### config.mk
export PLATFORM = sky130hd
export DESIGN_NAME = radix_digit_formatter_flat
export DESIGN_NICKNAME = d
export VERILOG_FILES = /design/src/hdl/rdf_pkg.sv /design/src/hdl/rdf_req_if.sv /design/src/hdl/rdf_rsp_if.sv /design/src/hdl/rdf_csr_if.sv /design/src/hdl/radix_digit_formatter.sv /design/src/flat_wrapper.sv
export SDC_FILE = /design/constraint.sdc
export NUM_CORES = 1
export LEC_CHECK = 0
export BUFFER_PORTS_ARGS = -buffer_cell sky130_fd_sc_hd__buf_2
export CORE_MARGIN = 4
export CORE_UTILIZATION = 55
export CTS_CLUSTER_SIZE = 30
export DETAILED_ROUTE_END_ITERATION = 10
export PLACE_DENSITY = 0.75
export SYNTH_ARGS = -nofsm -noshare
export SYNTH_HDL_FRONTEND = slang
export SYNTH_SLANG_ARGS = --single-unit
### constraint.sdc
create_clock -name clock -period 3.35 [get_ports clock]
set_input_delay 0.5025 -clock clock [delete_from_list [all_inputs] [get_ports clock]]
set_output_delay 0.5025 -clock clock [all_outputs]
set_load 0.03 [all_outputs]
### src/hdl/rdf_pkg.sv
// rdf_pkg: widths, character codes and the digit-to-ascii mapping for the
// radix digit formatter; no dependencies
package rdf_pkg;

   // field widths
   localparam int VALUE_W     = 32;
   localparam int BIT_W       = 5;
   localparam int RADIX_W     = 6;
   localparam int CHAR_W      = 7;
   localparam int COUNT_W     = 6;

   // configuration and sizing
   localparam int DIGIT_SLOTS_DEFAULT = 32;
   localparam logic [RADIX_W-1:0] RADIX_RESET = 6'd10;
   localparam logic [RADIX_W-1:0] RADIX_MIN   = 6'd2;
   localparam logic [RADIX_W-1:0] RADIX_MAX   = 6'd36;
   // results per run, newline included
   localparam int MAX_RESULTS = 40;
   localparam logic [COUNT_W-1:0] CHAR_CAP = COUNT_W'(MAX_RESULTS - 1);

   // ascii codes
   localparam logic [CHAR_W-1:0] CHAR_SPACE   = 7'h20;
   localparam logic [CHAR_W-1:0] CHAR_NEWLINE = 7'h0A;
   localparam logic [CHAR_W-1:0] CHAR_ZERO    = 7'h30;
   localparam logic [CHAR_W-1:0] CHAR_LETTER  = 7'h41;
   localparam logic [RADIX_W-1:0] DECIMAL_DIGITS = 6'd10;

   // digit 0..35 to '0'..'9', 'A'..'Z'
   function automatic logic [CHAR_W-1:0] digit_char(input logic [RADIX_W-1:0] d);
      logic [CHAR_W-1:0] ch;
      if (d < DECIMAL_DIGITS) begin
         ch = CHAR_ZERO + {1'b0, d};
      end else begin
         ch = CHAR_LETTER + {1'b0, d - DECIMAL_DIGITS};
      end
      return ch;
   endfunction

endpackage

### src/hdl/rdf_req_if.sv
// rdf_req_if: request channel carrying the value to print
// depends on rdf_pkg
interface rdf_req_if;
   logic                          valid;
   logic                          ready;
   logic [rdf_pkg::VALUE_W-1:0]   value;

   modport source (output valid, output value, input ready);
   modport sink   (input valid, input value, output ready);
endinterface

### src/hdl/rdf_rsp_if.sv
// rdf_rsp_if: response channel carrying one character per transfer
// depends on rdf_pkg
interface rdf_rsp_if;
   logic                          valid;
   logic                          ready;
   logic [rdf_pkg::CHAR_W-1:0]    character;
   logic                          last;

   modport source (output valid, output character, output last, input ready);
   modport sink   (input valid, input character, input last, output ready);
endinterface

### src/hdl/rdf_csr_if.sv
// rdf_csr_if: write channel for the radix register
// depends on rdf_pkg
interface rdf_csr_if;
   logic                          valid;
   logic                          ready;
   logic [rdf_pkg::RADIX_W-1:0]   data;

   modport source (output valid, output data, input ready);
   modport sink   (input valid, input data, output ready);
endinterface

### src/hdl/radix_digit_formatter.sv
// radix_digit_formatter: a bit-serial divider (one quotient bit per cycle)
// fills every digit slot, then each slot is read through the registered
// digit-memory read (ST_RD, ST_LOOK) and its characters are sent, each held
// while the response stalls. One request at a time. Synchronous reset:
// idle, radix = 10.
module radix_digit_formatter #(
   parameter int DIGIT_SLOTS = rdf_pkg::DIGIT_SLOTS_DEFAULT
) (
   input  logic          clock,
   input  logic          reset,
   rdf_req_if.sink       req,
   rdf_rsp_if.source     rsp,
   rdf_csr_if.sink       csr
);

   localparam int SLOT_W = $clog2(DIGIT_SLOTS);
   localparam logic [SLOT_W-1:0] SLOT_TOP  = SLOT_W'(DIGIT_SLOTS - 1);
   localparam logic [rdf_pkg::BIT_W-1:0] BIT_LAST = rdf_pkg::BIT_W'(rdf_pkg::VALUE_W - 1);

   typedef enum logic [2:0] {
      ST_IDLE, ST_DIV, ST_RD, ST_LOOK, ST_SEND, ST_TAIL
   } state_type;

   state_type                      state_ff;
   logic [rdf_pkg::RADIX_W-1:0]    radix_ff;
   logic [rdf_pkg::RADIX_W-1:0]    base_ff;
   logic [rdf_pkg::RADIX_W-1:0]    base_in;
   logic [rdf_pkg::VALUE_W-1:0]    quot_ff;
   logic [rdf_pkg::RADIX_W-1:0]    rem_ff;
   logic [rdf_pkg::BIT_W-1:0]      bit_ff;
   logic [SLOT_W-1:0]              slot_ff;
   logic [rdf_pkg::COUNT_W-1:0]    cnt_ff;
   logic                           started_ff;
   logic                           pend_ff;
   logic                           last_ff;
   logic [rdf_pkg::CHAR_W-1:0]     char_ff;
   logic [rdf_pkg::RADIX_W-1:0]    rd_ff;
   logic [rdf_pkg::RADIX_W-1:0]    digit_mem [DIGIT_SLOTS];

   logic [rdf_pkg::RADIX_W:0]      rem_shift;
   logic                           rem_ge;
   logic [rdf_pkg::RADIX_W:0]      rem_diff;
   logic [rdf_pkg::RADIX_W-1:0]    rem_in;
   logic                           mem_we;
   logic                           capped;
   logic                           send_done;
   logic                           need_space;

   // radix register, saturated to the legal range when a request starts
   always_ff @(posedge clock) begin
      if (reset) begin
         radix_ff <= rdf_pkg::RADIX_RESET;
      end else if (csr.valid) begin
         radix_ff <= csr.data;
      end
   end

   assign csr.ready = 1'b1;

   always_comb begin
      if (radix_ff < rdf_pkg::RADIX_MIN) begin
         base_in = rdf_pkg::RADIX_MIN;
      end else if (radix_ff > rdf_pkg::RADIX_MAX) begin
         base_in = rdf_pkg::RADIX_MAX;
      end else begin
         base_in = radix_ff;
      end
   end

   // restoring divider step: one quotient bit per cycle
   assign rem_shift = {rem_ff, quot_ff[rdf_pkg::VALUE_W-1]};
   assign rem_ge    = rem_shift >= {1'b0, base_ff};
   assign rem_diff  = rem_shift - {1'b0, base_ff};
   assign rem_in    = rem_ge ? rem_diff[rdf_pkg::RADIX_W-1:0]
                             : rem_shift[rdf_pkg::RADIX_W-1:0];
   assign mem_we    = (state_ff == ST_DIV) && (bit_ff == BIT_LAST);

   // digit memory, least significant digit at slot 0
   always_ff @(posedge clock) begin
      if (mem_we) begin
         digit_mem[slot_ff] <= rem_in;
      end
      rd_ff <= digit_mem[slot_ff];
   end

   // characters past the cap are dropped, the newline never is
   assign capped     = (cnt_ff >= rdf_pkg::CHAR_CAP) && !last_ff;
   assign send_done  = capped || rsp.ready;
   assign need_space = (slot_ff != SLOT_TOP) && (slot_ff[1:0] == 2'b11);

   // sequencer: divide, then walk digits from the top slot down
   always_ff @(posedge clock) begin
      if (reset) begin
         state_ff   <= ST_IDLE;
         cnt_ff     <= '0;
         started_ff <= 1'b0;
         pend_ff    <= 1'b0;
         last_ff    <= 1'b0;
         slot_ff    <= '0;
         bit_ff     <= '0;
      end else begin
         unique case (state_ff)
            ST_IDLE: begin
               if (req.valid) begin
                  quot_ff    <= req.value;
                  rem_ff     <= '0;
                  base_ff    <= base_in;
                  bit_ff     <= '0;
                  slot_ff    <= '0;
                  cnt_ff     <= '0;
                  started_ff <= 1'b0;
                  pend_ff    <= 1'b0;
                  last_ff    <= 1'b0;
                  state_ff   <= ST_DIV;
               end
            end
            ST_DIV: begin
               quot_ff <= {quot_ff[rdf_pkg::VALUE_W-2:0], rem_ge};
               bit_ff  <= bit_ff + 1'b1;
               if (bit_ff == BIT_LAST) begin
                  rem_ff <= '0;
                  if (slot_ff == SLOT_TOP) begin
                     state_ff <= ST_RD;
                  end else begin
                     slot_ff <= slot_ff + 1'b1;
                  end
               end else begin
                  rem_ff <= rem_in;
               end
            end
            ST_RD: begin
               state_ff <= ST_LOOK;
            end
            ST_LOOK: begin
               if (started_ff || (rd_ff != '0)) begin
                  started_ff <= 1'b1;
                  state_ff   <= ST_SEND;
                  if (need_space) begin
                     char_ff <= rdf_pkg::CHAR_SPACE;
                     pend_ff <= 1'b1;
                  end else begin
                     char_ff <= rdf_pkg::digit_char(rd_ff);
                     pend_ff <= 1'b0;
                  end
               end else if (slot_ff == '0) begin
                  state_ff <= ST_TAIL;
               end else begin
                  slot_ff  <= slot_ff - 1'b1;
                  state_ff <= ST_RD;
               end
            end
            ST_SEND: begin
               if (send_done) begin
                  // the newline is not counted against the cap
                  if (!capped && !last_ff) begin
                     cnt_ff <= cnt_ff + 1'b1;
                  end
                  if (last_ff) begin
                     state_ff <= ST_IDLE;
                  end else if (pend_ff) begin
                     char_ff <= rdf_pkg::digit_char(rd_ff);
                     pend_ff <= 1'b0;
                  end else if (slot_ff == '0) begin
                     state_ff <= ST_TAIL;
                  end else begin
                     slot_ff  <= slot_ff - 1'b1;
                     state_ff <= ST_RD;
                  end
               end
            end
            ST_TAIL: begin
               // zero value prints a single '0' before the newline
               state_ff <= ST_SEND;
               if (!started_ff) begin
                  started_ff <= 1'b1;
                  char_ff    <= rdf_pkg::CHAR_ZERO;
               end else begin
                  char_ff <= rdf_pkg::CHAR_NEWLINE;
                  last_ff <= 1'b1;
               end
            end
            default: begin
               state_ff <= ST_IDLE;
            end
         endcase
      end
   end

   assign req.ready     = (state_ff == ST_IDLE);
   assign rsp.valid     = (state_ff == ST_SEND) && !capped;
   assign rsp.character = char_ff;
   assign rsp.last      = last_ff;

   // no new request while a character is on offer
   assert property (@(posedge clock) disable iff (reset) rsp.valid |-> !req.ready)
      else $error("request accepted while a response is pending");

   // the last character of a run is always the newline
   assert property (@(posedge clock) disable iff (reset)
      (rsp.valid && rsp.last) |-> (rsp.character == rdf_pkg::CHAR_NEWLINE))
      else $error("last flag on a character other than newline");

   // the block is ready again right after the newline is taken
   assert property (@(posedge clock) disable iff (reset)
      (rsp.valid && rsp.ready && rsp.last) |=> req.ready)
      else $error("not idle after end of run");

   // character count stays within the run limit
   assert property (@(posedge clock) disable iff (reset) cnt_ff <= rdf_pkg::CHAR_CAP)
      else $error("character count past the cap");

endmodule

### src/flat_wrapper.sv
// flat-port wrapper written by rule: the top's interface ports become plain ports
module radix_digit_formatter_flat 
#(
   parameter int DIGIT_SLOTS = rdf_pkg::DIGIT_SLOTS_DEFAULT
)
  (clock, reset, req_valid, req_value, req_ready, rsp_valid, rsp_character, rsp_last, rsp_ready, csr_valid, csr_data, csr_ready);
  rdf_req_if req_i ();
  rdf_rsp_if rsp_i ();
  rdf_csr_if csr_i ();
  input  logic clock;
  input  logic reset;
  input wire logic [$bits(req_i.valid)-1:0] req_valid;
  input wire logic [$bits(req_i.value)-1:0] req_value;
  output wire logic [$bits(req_i.ready)-1:0] req_ready;
  output wire logic [$bits(rsp_i.valid)-1:0] rsp_valid;
  output wire logic [$bits(rsp_i.character)-1:0] rsp_character;
  output wire logic [$bits(rsp_i.last)-1:0] rsp_last;
  input wire logic [$bits(rsp_i.ready)-1:0] rsp_ready;
  input wire logic [$bits(csr_i.valid)-1:0] csr_valid;
  input wire logic [$bits(csr_i.data)-1:0] csr_data;
  output wire logic [$bits(csr_i.ready)-1:0] csr_ready;
  assign req_i.valid = req_valid;
  assign req_i.value = req_value;
  assign req_ready = req_i.ready;
  assign rsp_valid = rsp_i.valid;
  assign rsp_character = rsp_i.character;
  assign rsp_last = rsp_i.last;
  assign rsp_i.ready = rsp_ready;
  assign csr_i.valid = csr_valid;
  assign csr_i.data = csr_data;
  assign csr_ready = csr_i.ready;
  radix_digit_formatter #(.DIGIT_SLOTS(DIGIT_SLOTS)) u_core (.clock(clock), .reset(reset), .req(req_i), .rsp(rsp_i), .csr(csr_i));
endmodule
[Word-level counts from Yosys, hierarchy flattened]
Memory sizes are Yosys's and may differ from the RTL's. A register that Yosys moved wholly into a read port is not among the register bits.
Index checks and enable logic that the tools add are counted.
Word-level totals
  bits in registers: 79
  memory bits (writable): 192
  output and inout bits: 11
  word-level logic and storage cells: 129
  memories: 1
Operators by class
  add/sub/neg operators: 8
  $lt $le $gt $ge: 5
  eq/ne operators: 22
  muxes and demuxes: 49
  bitwise gates (word level): 1
  reductions and logical operators: 30
Memories
  u_core.digit_mem: words 32, bits a word 6, read ports 1, clocked after memory_dff 1, write ports 1, RTL line radix_digit_formatter.sv:38  | logic [rdf_pkg::RADIX_W-1:0] digit_mem [DIGIT_SLOTS];
Operators by type and width (number)
  32-bit case mux with 2 select lines: 1
  6-bit 2-to-1 mux: 7
  7-bit 2-to-1 mux: 6
  5-bit 2-to-1 mux: 8
  32-bit 2-to-1 mux: 1
  3-bit 2-to-1 mux: 8
  6-bit case mux with 2 select lines: 2
  7-bit case mux with 3 select lines: 1
  5-bit case mux with 4 select lines: 1
  3-bit case mux with 6 select lines: 1
  2-bit inequality test (second input constant): 7
  3-bit AND reduction: 4
  5-bit by 1-bit adder with 5-bit output (second input constant): 2
  5-bit == test (second input constant): 2
  2-bit by 1-bit inequality test with 1-bit output (second input constant): 5
  5-bit case mux with 2 select lines: 1
  5-bit AND reduction: 2
  1-bit 2-to-1 mux: 9
  3-bit nonzero test: 3
  8-bit AND reduction: 1
  6-bit by 6-bit adder with 7-bit output (first input constant): 1
  7-bit by 6-bit adder with 7-bit output (first input constant): 1
  7-bit by 6-bit greater-or-equal comparator with 1-bit output: 1
  6-bit by 1-bit adder with 6-bit output (second input constant): 1
  other kinds (28): 39

[Depth between registers and ports, before layout]
Gate-level depths: netlist of run 1.
  depth in word-level cells: 7
  depth in mapped cells: 11
  mapped depth without buffers: 9

[Worst setup path after synthesis of run 1]
OpenSTA, ideal clock, no wires.
  path type: reg2reg
  start: reg u_core.rem_ff[0] in the netlist's numbering
  end: mem u_core.digit_mem[0][5] in the netlist's numbering, data pin
  library setup time: 0.467 ns
  data arrival time: 2.704 ns
  path slack: 0.179 ns
  cell stages (with the launch flop): 7
  path through: edfxtp_1 ha_1 nor2b_1 o21ai_1 a21boi_1 o21a_1 o31ai_1
On the way
  cells in the longest elaborated chain, start to end: 2
  elaborated cells on any way between the ends: 3
Ends and longest elaborated chain
  from (decl): RTL line radix_digit_formatter.sv:29  | logic [rdf_pkg::RADIX_W-1:0] rem_ff;
  from (signal assigned): RTL line radix_digit_formatter.sv:128  | rem_ff <= rem_in;
  6-bit subtractor or 7-bit by 6-bit greater-or-equal comparator with 1-bit output (tied branches): RTL line radix_digit_formatter.sv:73, radix_digit_formatter.sv:72
  6-bit 2-to-1 mux *: RTL line radix_digit_formatter.sv:74  | assign rem_in = rem_ge ? rem_diff[rdf_pkg::RADIX_W-1:0]
  net u_core.rem_in, one bit: RTL line radix_digit_formatter.sv:43  | logic [rdf_pkg::RADIX_W-1:0] rem_in;
  to (decl): RTL line radix_digit_formatter.sv:38
Mark *: on every way through the listed nets, which the timed path passes. The rest lies on a longest branch.

[Final worst setup path of run 1]
  start: reg u_core.rem_ff[0] in the netlist's numbering
  end: mem u_core.digit_mem[20][4] in the netlist's numbering, data pin
The elaborated chain is that of the path after synthesis.

==> flow_summary.json, run 1 <==
{
  "path_buf_inv": 1,
  "cp.required_ns": 3.71,
  "cts_hold_buf": 0,
  "combPwrFrac_pct": 12.1,
  "dpl_cell_area_mm2": 0.0125,
  "worstMarginPinSlew_ns": 0.845,
  "die_area_mm2": 0.0241,
  "relSlewSlack_pct": 43.0,
  "dpl.hpwl_um": 14900,
  "grt_max_degree": 40,
  "grt_use_total_pct": 19.6,
  "r2r_end": "u_core.digit_mem[20][4]",
  "cp.arrival_ns": 3.14,
  "p_switching_mw": 1.93,
  "initial_core_util_pct": 56.4,
  "overflow": 0,
  "fin_crit_sh_pct": 83.0,
  "nNetsFinal": 951,
  "synth_mux_area_share_pct": 9.98,
  "crit_path_cell_trace": "ha_1 > nor2b_1 > o21ai_1 > a21boi_1 > o211ai_2 > and2_1 > o21ai_2 > buf_4",
  "syn_inst": 829,
  "r2r-start": "u_core.rem_ff[0]",
  "maxCapViolCount": 0,
  "firstDrtPassIters": 6,
  "fin_skew_ns": 0.0196,
  "slew_violations": 0,
  "synth_nets": 891,
  "ant_nets": 0,
  "antenna_found_initial": 0,
  "synth-warning-count": 0,
  "fin_ws_ns": 0.568,
  "syn-cell-area_mm2": 0.0119,
  "post_drt_wl_per_cell_um": 19.9,
  "powerDensity_mw_per_mm2": 596,
  "holdWs_ns": 0.206,
  "totalWireLength_um": 23600,
  "hold_class": "in -> reg",
  "post_cts_resized": 0,
  "hold_viol": 0,
  "final_core_util_pct": 63.2,
  "post_cts_buffers": 0,
  "peakVddDrop_mv": 0.355,
  "syn_area_per_cell_um2": 14.4,
  "grt_pass1_wl_um": 37400,
  "via_per_inst": 5.88,
  "insertion_delay_ns": 0.53,
  "leakage_nw": 4.60,
  "vias": 6958,
  "io_buffers": 52,
  "fp.coreArea_mm2": 0.0212,
  "path_depth": 8,
  "gp_congestion": 0.841,
  "dr.first_iter.drc_count": 687,
  "dpl_worst_slack_ns": 0.557,
  "fmax_mhz": 360,
  "synth-compound-area-share_pct": 6.71,
  "cp-start-kind": "register",
  "regToRegSetupSlack_ns": 0.57,
  "ff2ff_path_depth": 8,
  "synthAdderAreaFrac_pct": 2.12,
  "status": "completed",
  "fin_area_mm2": 0.0134,
  "min_path_cells": 3,
  "cts_sinks": 277,
  "cts_tree": "done",
  "grt_pass1_vias": 6968,
  "finalSetupViolCount": 0,
  "synthXorXnorAreaFrac_pct": 1.17,
  "synthSimpleGateAreaFrac_pct": 10.8,
  "critical_path_class": "reg -> reg",
  "synth_cell_types": 66,
  "cts-root-buf": "clkbuf_16",
  "cpPeakStageDelay_ns": 0.53,
  "drive_above_1_share_pct": 20.4,
  "ys_seq_area_share_pct": 66.8,
  "internal_power_mw": 6.03,
  "clk_path_buf_depth": 3,
  "ys_seq_elements": 277,
  "drc": 0,
  "pwr-share-clk_pct": 35.8,
  "min_period_ns": 2.78,
  "seq_power_share_pct": 52.1,
  "min_to": "u_core.radix_ff[1]",
  "clk_pin_slew_ns": 0.06,
  "worstHoldStart": "csr_data[1]",
  "cp-end-kind": "register",
  "pin_count": 54,
  "fp.dieH_um": 155,
  "htreeDepth": 1,
  "synth-edff-count": 243,
  "crit_path_max_fanout": 20,
  "swShare_pct": 24.3,
  "cts_buffers": 27,
  "area_delta_synth_final_pct": 12.0,
  "num_rows": 53,
  "tns_ns": 0,
  "postSynth.topFlopCell": "edfxtp_1",
  "insertedDiodeCount": 0,
  "synth_top_family_by_area": "simple AND/OR/NAND/NOR gates",
  "async_flop_share_pct": 0,
  "die_w_um": 155,
  "cp_top_family": "compound AO/OA/AOI/OAI gates",
  "crit_slowest_cell": "o21ai_2",
  "rsz0062_at_grt": "no"
}
[power by group through the flow]
stage | sequential, mW | clock [mW] | combinational, mW
after global routing | 4.16 | 3.06 | 1.07
final | 4.15 | 2.85 | 0.963
after detailed placement | 4.23 | 0 | 0.972
after floorplan | 4.20 | 0 | 0.668
after CTS | 4.15 | 2.90 | 0.973
after global placement | 4.22 | 0 | 0.951
[Yosys cell counts (2+ instances only)]
master / n / area, µm²
fa_1: 2 / 40.0
clkbuf_1: 12 / 45.0
a211oi_2: 2 / 25.0
or3_1: 2 / 12.5
ha_1: 17 / 213
nand2_1: 123 / 462
and3_1: 2 / 12.5
a21oi_1: 36 / 180
o211ai_1: 3 / 22.5
buf_1: 9 / 33.8
a21o_1: 6 / 45.0
o22ai_1: 4 / 25.0
a21oi_2: 2 / 17.5
buf_4: 3 / 22.5
mux2i_1: 11 / 110
nand3b_1: 3 / 22.5
nand2b_1: 5 / 31.3
a31oi_1: 2 / 12.5
nor2b_1: 19 / 119
dfxtp_1: 34 / 681
nand4b_1: 2 / 17.5
nor4_1: 4 / 25.0
xor2_1: 4 / 35.0
a211o_1: 2 / 17.5
buf_6: 3 / 33.8
a31o_1: 3 / 26.3
mux4_2: 48 / 1080
xnor2_1: 12 / 105
o31ai_1: 5 / 37.5
and2_1: 5 / 31.3
nor3_1: 6 / 30.0
a211oi_1: 3 / 22.5
o21a_1: 4 / 30.0
nor2_1: 70 / 263
inv_1: 20 / 75.1
nand4_1: 13 / 81.3
edfxtp_1: 243 / 7300
o21ai_0: 12 / 60.1
nand3_1: 9 / 45.0
nor3b_1: 3 / 22.5
nor3_2: 2 / 20.0
a22oi_1: 15 / 113
o21ai_1: 8 / 40.0
buf_2: 14 / 70.1
[worst max path at each step]
| stage | start | to | slack [ns] |
|---|---|---|---|
| after floorplan | u_core.rem_ff[0] | u_core.digit_mem[0][5] | 0.18 |
| after global placement | u_core.rem_ff[0] | u_core.digit_mem[22][4] | 0.65 |
| after detailed placement | u_core.rem_ff[4] | u_core.digit_mem[23][4] | 0.56 |
| after CTS | u_core.rem_ff[0] | u_core.digit_mem[30][4] | 0.58 |
| after global routing | u_core.rem_ff[0] | u_core.digit_mem[29][4] | 0.36 |
| final | u_core.rem_ff[0] | u_core.digit_mem[20][4] | 0.57 |
[tightest hold or removal path, cell delays in order]
cell and delay [ns]:
buf_2 0.07, mux2i_1 0.06, nand2_1 0.06
[cells in the final DEF, fill, tap and decap left out, types with 4 or more instances in the layout]
cell type	synthesis	routed
a21oi_1	36	34
nor4_1	4	4
mux2i_1	11	10
mux4_2	48	48
o21a_1	4	4
nand3_1	9	9
dfxtp_1	34	32
clkbuf_16	0	27
a21o_1	6	6
o22ai_1	4	4
nor3_1	6	6
nand2b_1	5	5
inv_1	20	20
a22oi_1	15	15
a21oi_2	2	4
nor2_1	70	68
and2_1	5	5
buf_4	3	20
o31ai_1	5	4
clkinv_1	1	7
xor2_1	4	4
clkinv_2	0	7
nand4_1	13	13
o21ai_0	12	12
nor2b_1	19	19
buf_2	14	52
o21ai_1	8	7
edfxtp_1	243	243
nand2_1	123	123
ha_1	17	17
xnor2_1	12	12
[cells by family after synthesis]
group | after synthesis
adders and majority gates | 19
AOI/OAI and AO/OA | 118
buffers and inverters | 62
xor gates and xnor gates | 16
and+or+nand+nor | 277
DFF | 277
muxes | 59
other | 1
[layer usage]
layer / vias to the layer above / wire length [µm] / GRT usage (%)
li1: 3262 / - / -
met1: 3407 / 9860 / 26.7
met2: 235 / 11400 / 32.1
met3: 54 / 1590 / 3.87
met4: 0 / 705 / 6.38
met5: - / 0 / 0
[per-stage QoR]
step	total power, mW	instances
2_1_floorplan	4.86	829
3_3_place_gp	5.17	1135
3_5_place_dp	5.20	1135
4_1_cts	8.03	1184
5_1_grt	8.29	1184
6_report	7.97	1184
[layout make-up]
| type | instances | area (µm²) |
|---|---|---|
| Clock buffer | 30 | 687 |
| Clock inverter | 19 | 149 |
| Fill cell | 1473 | 7790 |
| Inverter | 21 | 78.8 |
| Multi-Input combinational cell | 490 | 3710 |
| Sequential cell | 277 | 7980 |
| Tap cell | 275 | 344 |
| Timing Repair Buffer | 72 | 410 |
[flip-flops by register name (all words and copies together), names as in the netlist]
signal and count:
u_core.radix_ff 6, u_core.rsp.last 1, u_core.rem_ff 6, u_core.cnt_ff 6, u_core.slot_ff 5, u_core.rsp.character 7, u_core.digit_mem 192, u_core.started_ff 1
u_core.pend_ff 1, u_core.rd_ff 6, u_core.quot_ff 32, u_core.bit_ff 5, u_core.base_ff 6, u_core.state_ff 3
Note: power is estimated with default switching activity, not from simulation.
==> inputs of run 2 (changes only) <==
--- a/config.mk
+++ b/config.mk
@@ -7,10 +7,10 @@
 export LEC_CHECK = 0
 export BUFFER_PORTS_ARGS = -buffer_cell sky130_fd_sc_hd__buf_2
 export CORE_MARGIN = 4
-export CORE_UTILIZATION = 55
+export CORE_UTILIZATION = 60
 export CTS_CLUSTER_SIZE = 30
 export DETAILED_ROUTE_END_ITERATION = 10
-export PLACE_DENSITY = 0.75
+export PLACE_DENSITY = 0.78
 export SYNTH_ARGS = -nofsm -noshare
 export SYNTH_HDL_FRONTEND = slang
 export SYNTH_SLANG_ARGS = --single-unit
==> constraint.sdc (replaced) <==
create_clock -name clock -period 2.88 [get_ports clock]
set_input_delay 0.432 -clock clock [delete_from_list [all_inputs] [get_ports clock]]
set_output_delay 0.432 -clock clock [all_outputs]
set_load 0.03 [all_outputs]
==> flow_summary.json, run 2 (synthesized netlist as in run 1, its figures left out) <==
{
  "hold_viol": 0,
  "largest_register": "u_core.digit_mem",
  "numPlacedInstances": 1166,
  "dr.first_iter.drc_count": 586,
  "cp-end-kind": "register",
  "pin_count": 54,
  "slew_violations": 0,
  "final_common_cell": "edfxtp_1",
  "fillCellCount": 1276,
  "area_delta_synth_final_pct": 15.1,
  "htreeDepth": 1,
  "path_buf_inv": 0,
  "grt_use_total_pct": 23.6,
  "post_cts_buffers": 0,
  "maxCapViolCount": 0,
  "dpl_worst_slack_ns": -0.0359,
  "relSlewSlack_pct": 28.3,
  "vias": 7312,
  "die_w_um": 149,
  "antenna_found_initial": 0,
  "min_period_ns": 2.61,
  "critical_path_class": "reg -> reg",
  "fp.dieH_um": 149,
  "grt_max_degree": 39,
  "cts_buffers": 27,
  "fin_skew_ns": 0.0141,
  "cp-start-kind": "register",
  "clk_path_buf_depth": 3,
  "finalSetupViolCount": 0,
  "hold_class": "in -> reg",
  "grt_pass1_wl_um": 40400,
  "drc": 0,
  "leakage_nw": 4.84,
  "largest_reg_flops": 192,
  "dpl.hpwl_um": 16900,
  "drive_above_1_share_pct": 23.4,
  "cpPeakStageDelay_ns": 0.72,
  "crit_slowest_cell": "a21oi_4",
  "regArea_mm2": 0.00798,
  "stdcell_count": 1216,
  "nNetsFinal": 992,
  "post_drt_wl_per_cell_um": 20.8,
  "initial_core_util_pct": 61.1,
  "status": "completed",
  "crit_path_cell_trace": "ha_1 > nand4_1 > o21ai_1 > a21oi_2 > and2_1 > a21oi_4",
  "clk_pin_slew_ns": 0.06,
  "fin_crit_sh_pct": 90.8,
  "ant_nets": 0,
  "layout_common_cells": "243 x edfxtp_1, 123 x nand2_1, 68 x nor2_1",
  "power.total_mw": 9.39,
  "peakVddDrop_mv": 0.563,
  "powerDensity_mw_per_mm2": 683,
  "crit_path_max_fanout": 32,
  "insertion_delay_ns": 0.55,
  "grt_pass1_vias": 7375,
  "cp.arrival_ns": 2.83,
  "io_buffers": 52,
  "cts-root-buf": "clkbuf_16",
  "cts_sinks": 277,
  "fmax_mhz": 383,
  "multi_input_area_mm2": 0.00374,
  "insertedDiodeCount": 0,
  "via_per_inst": 6.01,
  "cts_tree": "done",
  "fp.coreArea_mm2": 0.0195,
  "rsz0062_at_grt": "no",
  "totalWireLength_um": 25300,
  "final_core_util_pct": 70.4,
  "cp_top_family": "compound AO/OA/AOI/OAI gates",
  "die_area_mm2": 0.0222,
  "overflow": 0,
  "worstMarginPinSlew_ns": 1.07,
  "num_rows": 51,
  "tns_ns": 0,
  "firstDrtPassIters": 5,
  "cp.required_ns": 3.10,
  "gp_congestion": 0.864,
  "fin_ws_ns": 0.266
}
[run 2: cell types whose count changed in the layout (fill, tap and decap cells not counted), moves of 2 or more]
cell | before | now
clkinv_2 | 7 | 5
clkbuf_1 | 3 | 7
a21oi_2 | 4 | 2
buf_4 | 20 | 58
clkinvlp_4 | 3 | 1
buf_12 | 0 | 3
a21oi_4 | 0 | 2
[run 2: worst register-to-register path, cell delays in order (launching register included)]
cell and delay (ns):
edfxtp_1 0.43, ha_1 0.33, nand4_1 0.09, o21ai_1 0.29, a21oi_2 0.11, and2_1 0.29
a21oi_4 0.72
[run 2: routing by layer]
metal,vias to the layer above,routed length [µm],track usage [%]
met2,279,12500,39.5
met5,-,0,0
met3,64,1860,4.25
li1,3337,-,-
met4,0,763,7.28
met1,3632,10200,31.9
[run 2: timing repair]
action                                  4_1_cts  5_1_grt
resized for setup                             1        1
hold buffers                                  0        0
endpoints found under the setup margin       96       32
[run 2: per-stage QoR]
stage	hold slack (ns)	area (µm²)
detailed placement	0.459	12900
global route	0.0977	13700
finish	0.106	13700
floorplan	0.436	11900
CTS	0.0916	13700
global placement	0.451	12900
[run 2: power by group]
part / total (mW) / leakage [nW] / internal, mW / switching, mW
clock: 3.38 / 0.415 / 1.94 / 1.44
sequential: 4.82 / 2.49 / 4.75 / 0.0692
combinational: 1.19 / 1.94 / 0.410 / 0.775
[run 2: path summary, 6_finish.rpt]
check | start | end | slack [ns] | cells past startpoint
setup / recovery | u_core.rem_ff[4] | u_core.digit_mem[10][2] | 0.27 | 6
hold / removal | csr_data[3] | u_core.radix_ff[3] | 0.11 | 3
setup reg to reg | u_core.rem_ff[4] | u_core.digit_mem[10][2] | 0.27 | 6
hold reg to reg | u_core.bit_ff[3] | u_core.bit_ff[3] | 0.47 | 2
[run 2: area by class of cell]
type	count	share of cell area, %
tap	265	2.41
clock inverter	15	0.984
inverter	21	0.574
clock buffer	35	5.21
multi-input combinational	490	27.2
sequential	277	58.1
timing repair buffer	113	5.50
==> inputs of run 3 (changes only) <==
--- a/config.mk
+++ b/config.mk
@@ -5,12 +5,13 @@
 export SDC_FILE = /design/constraint.sdc
 export NUM_CORES = 1
 export LEC_CHECK = 0
-export BUFFER_PORTS_ARGS = -buffer_cell sky130_fd_sc_hd__buf_2
+export ABC_AREA = 1
 export CORE_MARGIN = 4
 export CORE_UTILIZATION = 60
 export CTS_CLUSTER_SIZE = 30
 export DETAILED_ROUTE_END_ITERATION = 10
-export PLACE_DENSITY = 0.78
+export DONT_BUFFER_PORTS = 1
+export PLACE_DENSITY = 0.76
 export SYNTH_ARGS = -nofsm -noshare
 export SYNTH_HDL_FRONTEND = slang
 export SYNTH_SLANG_ARGS = --single-unit
==> flow_summary.json, run 3 <==
{
  "status": "completed",
  "pwr-share-clk_pct": 27.9,
  "synth_cell_types": 36,
  "cp.arrival_ns": 2.66,
  "post_cts_buffers": 0,
  "cts_buffers": 28,
  "p_switching_mw": 4.70,
  "cts_sinks": 277,
  "cts-root-buf": "clkbuf_16",
  "ff2ff_path_depth": 8,
  "cts_tree": "done",
  "multi_input_area_mm2": 0.00353,
  "peakVddDrop_mv": 0.583,
  "initial_core_util_pct": 61.1,
  "synth_commonest_cells": "353 x nand2_1, 243 x edfxtp_1, 100 x nor2_1, 96 x a22oi_1, 75 x inv_1",
  "tns_ns": 0,
  "final_core_util_pct": 68.1,
  "grt_max_degree": 49,
  "relSlewSlack_pct": 51.9,
  "drive_above_1_share_pct": 7.82,
  "rsz0062_at_grt": "no",
  "area_delta_synth_final_pct": 11.3,
  "min_to": "u_core.radix_ff[1]",
  "ys_seq_elements": 277,
  "combPwrFrac_pct": 30.5,
  "fillCellCount": 1414,
  "fin_skew_ns": 0.0212,
  "synth_nets": 1165,
  "fp.coreArea_mm2": 0.0195,
  "leakage_nw": 5.15,
  "totalWireLength_um": 24800,
  "cp_top_family": "simple AND/OR/NAND/NOR gates",
  "worstMarginPinSlew_ns": 0.719,
  "dpl_cell_area_mm2": 0.0123,
  "regArea_mm2": 0.00798,
  "r2r-start": "u_core.bit_ff[0]",
  "fin_ws_ns": 0.392,
  "maxCapViolCount": 0,
  "internal_power_mw": 8.92,
  "powerDensity_mw_per_mm2": 1030,
  "post_cts_resized": 0,
  "drc": 0,
  "synth_area_leaders": "edfxtp_1 61%, nand2_1 11%, a22oi_1 6.0%",
  "post_drt_wl_per_cell_um": 17.7,
  "firstDrtPassIters": 5,
  "insertedDiodeCount": 0,
  "io_buffers": 0,
  "cp-start-kind": "register",
  "synth-warning-count": 0,
  "finalSetupViolCount": 0,
  "postSynth.topFlopCell": "edfxtp_1",
  "synth_top_area_cell": "edfxtp_1",
  "grt_use_total_pct": 22.2,
  "htreeDepth": 1,
  "syn_area_per_cell_um2": 10.8,
  "path_buf_inv": 2,
  "ys_seq_area_share_pct": 66.8,
  "largest_reg_flops": 192,
  "slew_violations": 0,
  "die_w_um": 149,
  "num_rows": 51,
  "power.total_mw": 13.6,
  "via_per_inst": 5.65,
  "antenna_found_initial": 0,
  "regToRegSetupSlack_ns": 0.39,
  "dr.first_iter.drc_count": 842,
  "fin_crit_sh_pct": 86.4,
  "layout_common_cells": "353 x nand2_1, 243 x edfxtp_1, 96 x nor2_1, 96 x a22oi_1, 75 x inv_1",
  "largest_register": "u_core.digit_mem",
  "insertion_delay_ns": 0.54,
  "syn-cell-area_mm2": 0.0119,
  "crit_path_cell_trace": "ha_1 > inv_1 > nor3_1 > ha_1 > inv_1 > nor2_1 > nand2_1 > nor2_1",
  "synthDominantCellAreaShare_pct": 61.1,
  "fin_area_mm2": 0.0133,
  "cpPeakStageDelay_ns": 0.56,
  "cp.required_ns": 3.05,
  "fp.dieH_um": 149,
  "clk_pin_slew_ns": 0.06,
  "hold_class": "in -> reg",
  "dpl_worst_slack_ns": 0.351,
  "crit_path_max_fanout": 8,
  "synth_most_common_cell": "nand2_1",
  "r2r_end": "u_core.digit_mem[12][1]",
  "die_area_mm2": 0.0222,
  "gp_congestion": 0.924,
  "critical_path_class": "reg -> reg",
  "worstHoldStart": "csr_valid",
  "min_path_cells": 2,
  "grt_pass1_wl_um": 39100,
  "vias": 7927,
  "cp-end-kind": "register",
  "hold_viol": 0,
  "crit_slowest_cell": "nor2_1",
  "grt_pass1_vias": 7575,
  "synth-edff-count": 243,
  "overflow": 0,
  "ant_nets": 0,
  "syn_inst": 1103,
  "fmax_mhz": 402,
  "async_flop_share_pct": 0,
  "clk_path_buf_depth": 3,
  "pin_count": 54,
  "dpl.hpwl_um": 15600,
  "final_common_cell": "nand2_1",
  "swShare_pct": 34.5,
  "min_period_ns": 2.49,
  "seq_power_share_pct": 41.6,
  "nNetsFinal": 1178
}
[run 3: power groups by stage]
stage                     Sequential (mW)  Combinational [mW]  Clock (mW)
after global routing                 5.70                4.70        4.02
after detailed placement             5.75                4.13           0
after floorplan                      5.66                2.92           0
after CTS                            5.67                4.17        3.85
after global placement               5.74                4.04           0
final                                5.67                4.15        3.80
[run 3: worst max path at each step]
stage | cells after the start | start | slack (ns) | end
after floorplan | 8 | u_core.rem_ff[1] | 0.40 | u_core.digit_mem[0][5]
after global placement | 8 | u_core.bit_ff[0] | 0.46 | u_core.digit_mem[15][0]
after detailed placement | 8 | u_core.bit_ff[0] | 0.35 | u_core.digit_mem[12][2]
after CTS | 8 | u_core.bit_ff[0] | 0.35 | u_core.digit_mem[2][5]
after global routing | 8 | u_core.bit_ff[0] | 0.10 | u_core.digit_mem[2][5]
final | 8 | u_core.bit_ff[0] | 0.39 | u_core.digit_mem[12][1]
[run 3: final cells by class]
type | count | area share, %
tap | 265 | 2.50
sequential | 277 | 60.0
clock buffer | 34 | 5.67
multi-input combinational | 711 | 26.6
inverter | 80 | 2.26
timing repair buffer | 18 | 1.15
clock inverter | 18 | 1.82
[run 3: repair_timing]
item | in CTS | in global routing
endpoints found under the hold margin | 11 | 0
endpoints found under the setup margin | 0 | 0
hold buffers | 2 | 0
[run 3: logic make-up after synthesis]
group | share of synthesized area (%)
adder cells (fa/ha/maj) | 2.12
buffers and inverters | 3.83
flip-flops | 66.8
AND/OR/NAND/NOR | 17.6
other | 0.0314
XOR/XNOR | 0.660
AO/OA/AOI/OAI | 8.93
[run 3: metrics by stage]
step                std cells  hold slack [ns]
detailed placement       1349            0.452
CTS                      1403          0.00980
global placement         1349            0.446
floorplan                1103            0.439
finish                   1403           0.0365
global route             1403           0.0223
[run 3: routing by layer]
metal | GRT usage (%) | routed length (µm) | up-vias
li1 | - | - | 3847
met1 | 31.4 | 10700 | 3723
met2 | 36.4 | 11800 | 316
met3 | 3.56 | 1740 | 41
met4 | 6.00 | 584 | 0
met5 | 0 | 0 | -
[run 3: worst reg2reg max path, delay by kind of cell, from the launching register on]
kind | cells | cell delay [ns]
adders and majority gates | 2 | 0.34
buffers and inverters | 2 | 0.09
DFF | 1 | 0.36
and+or+nand+nor | 4 | 1.33
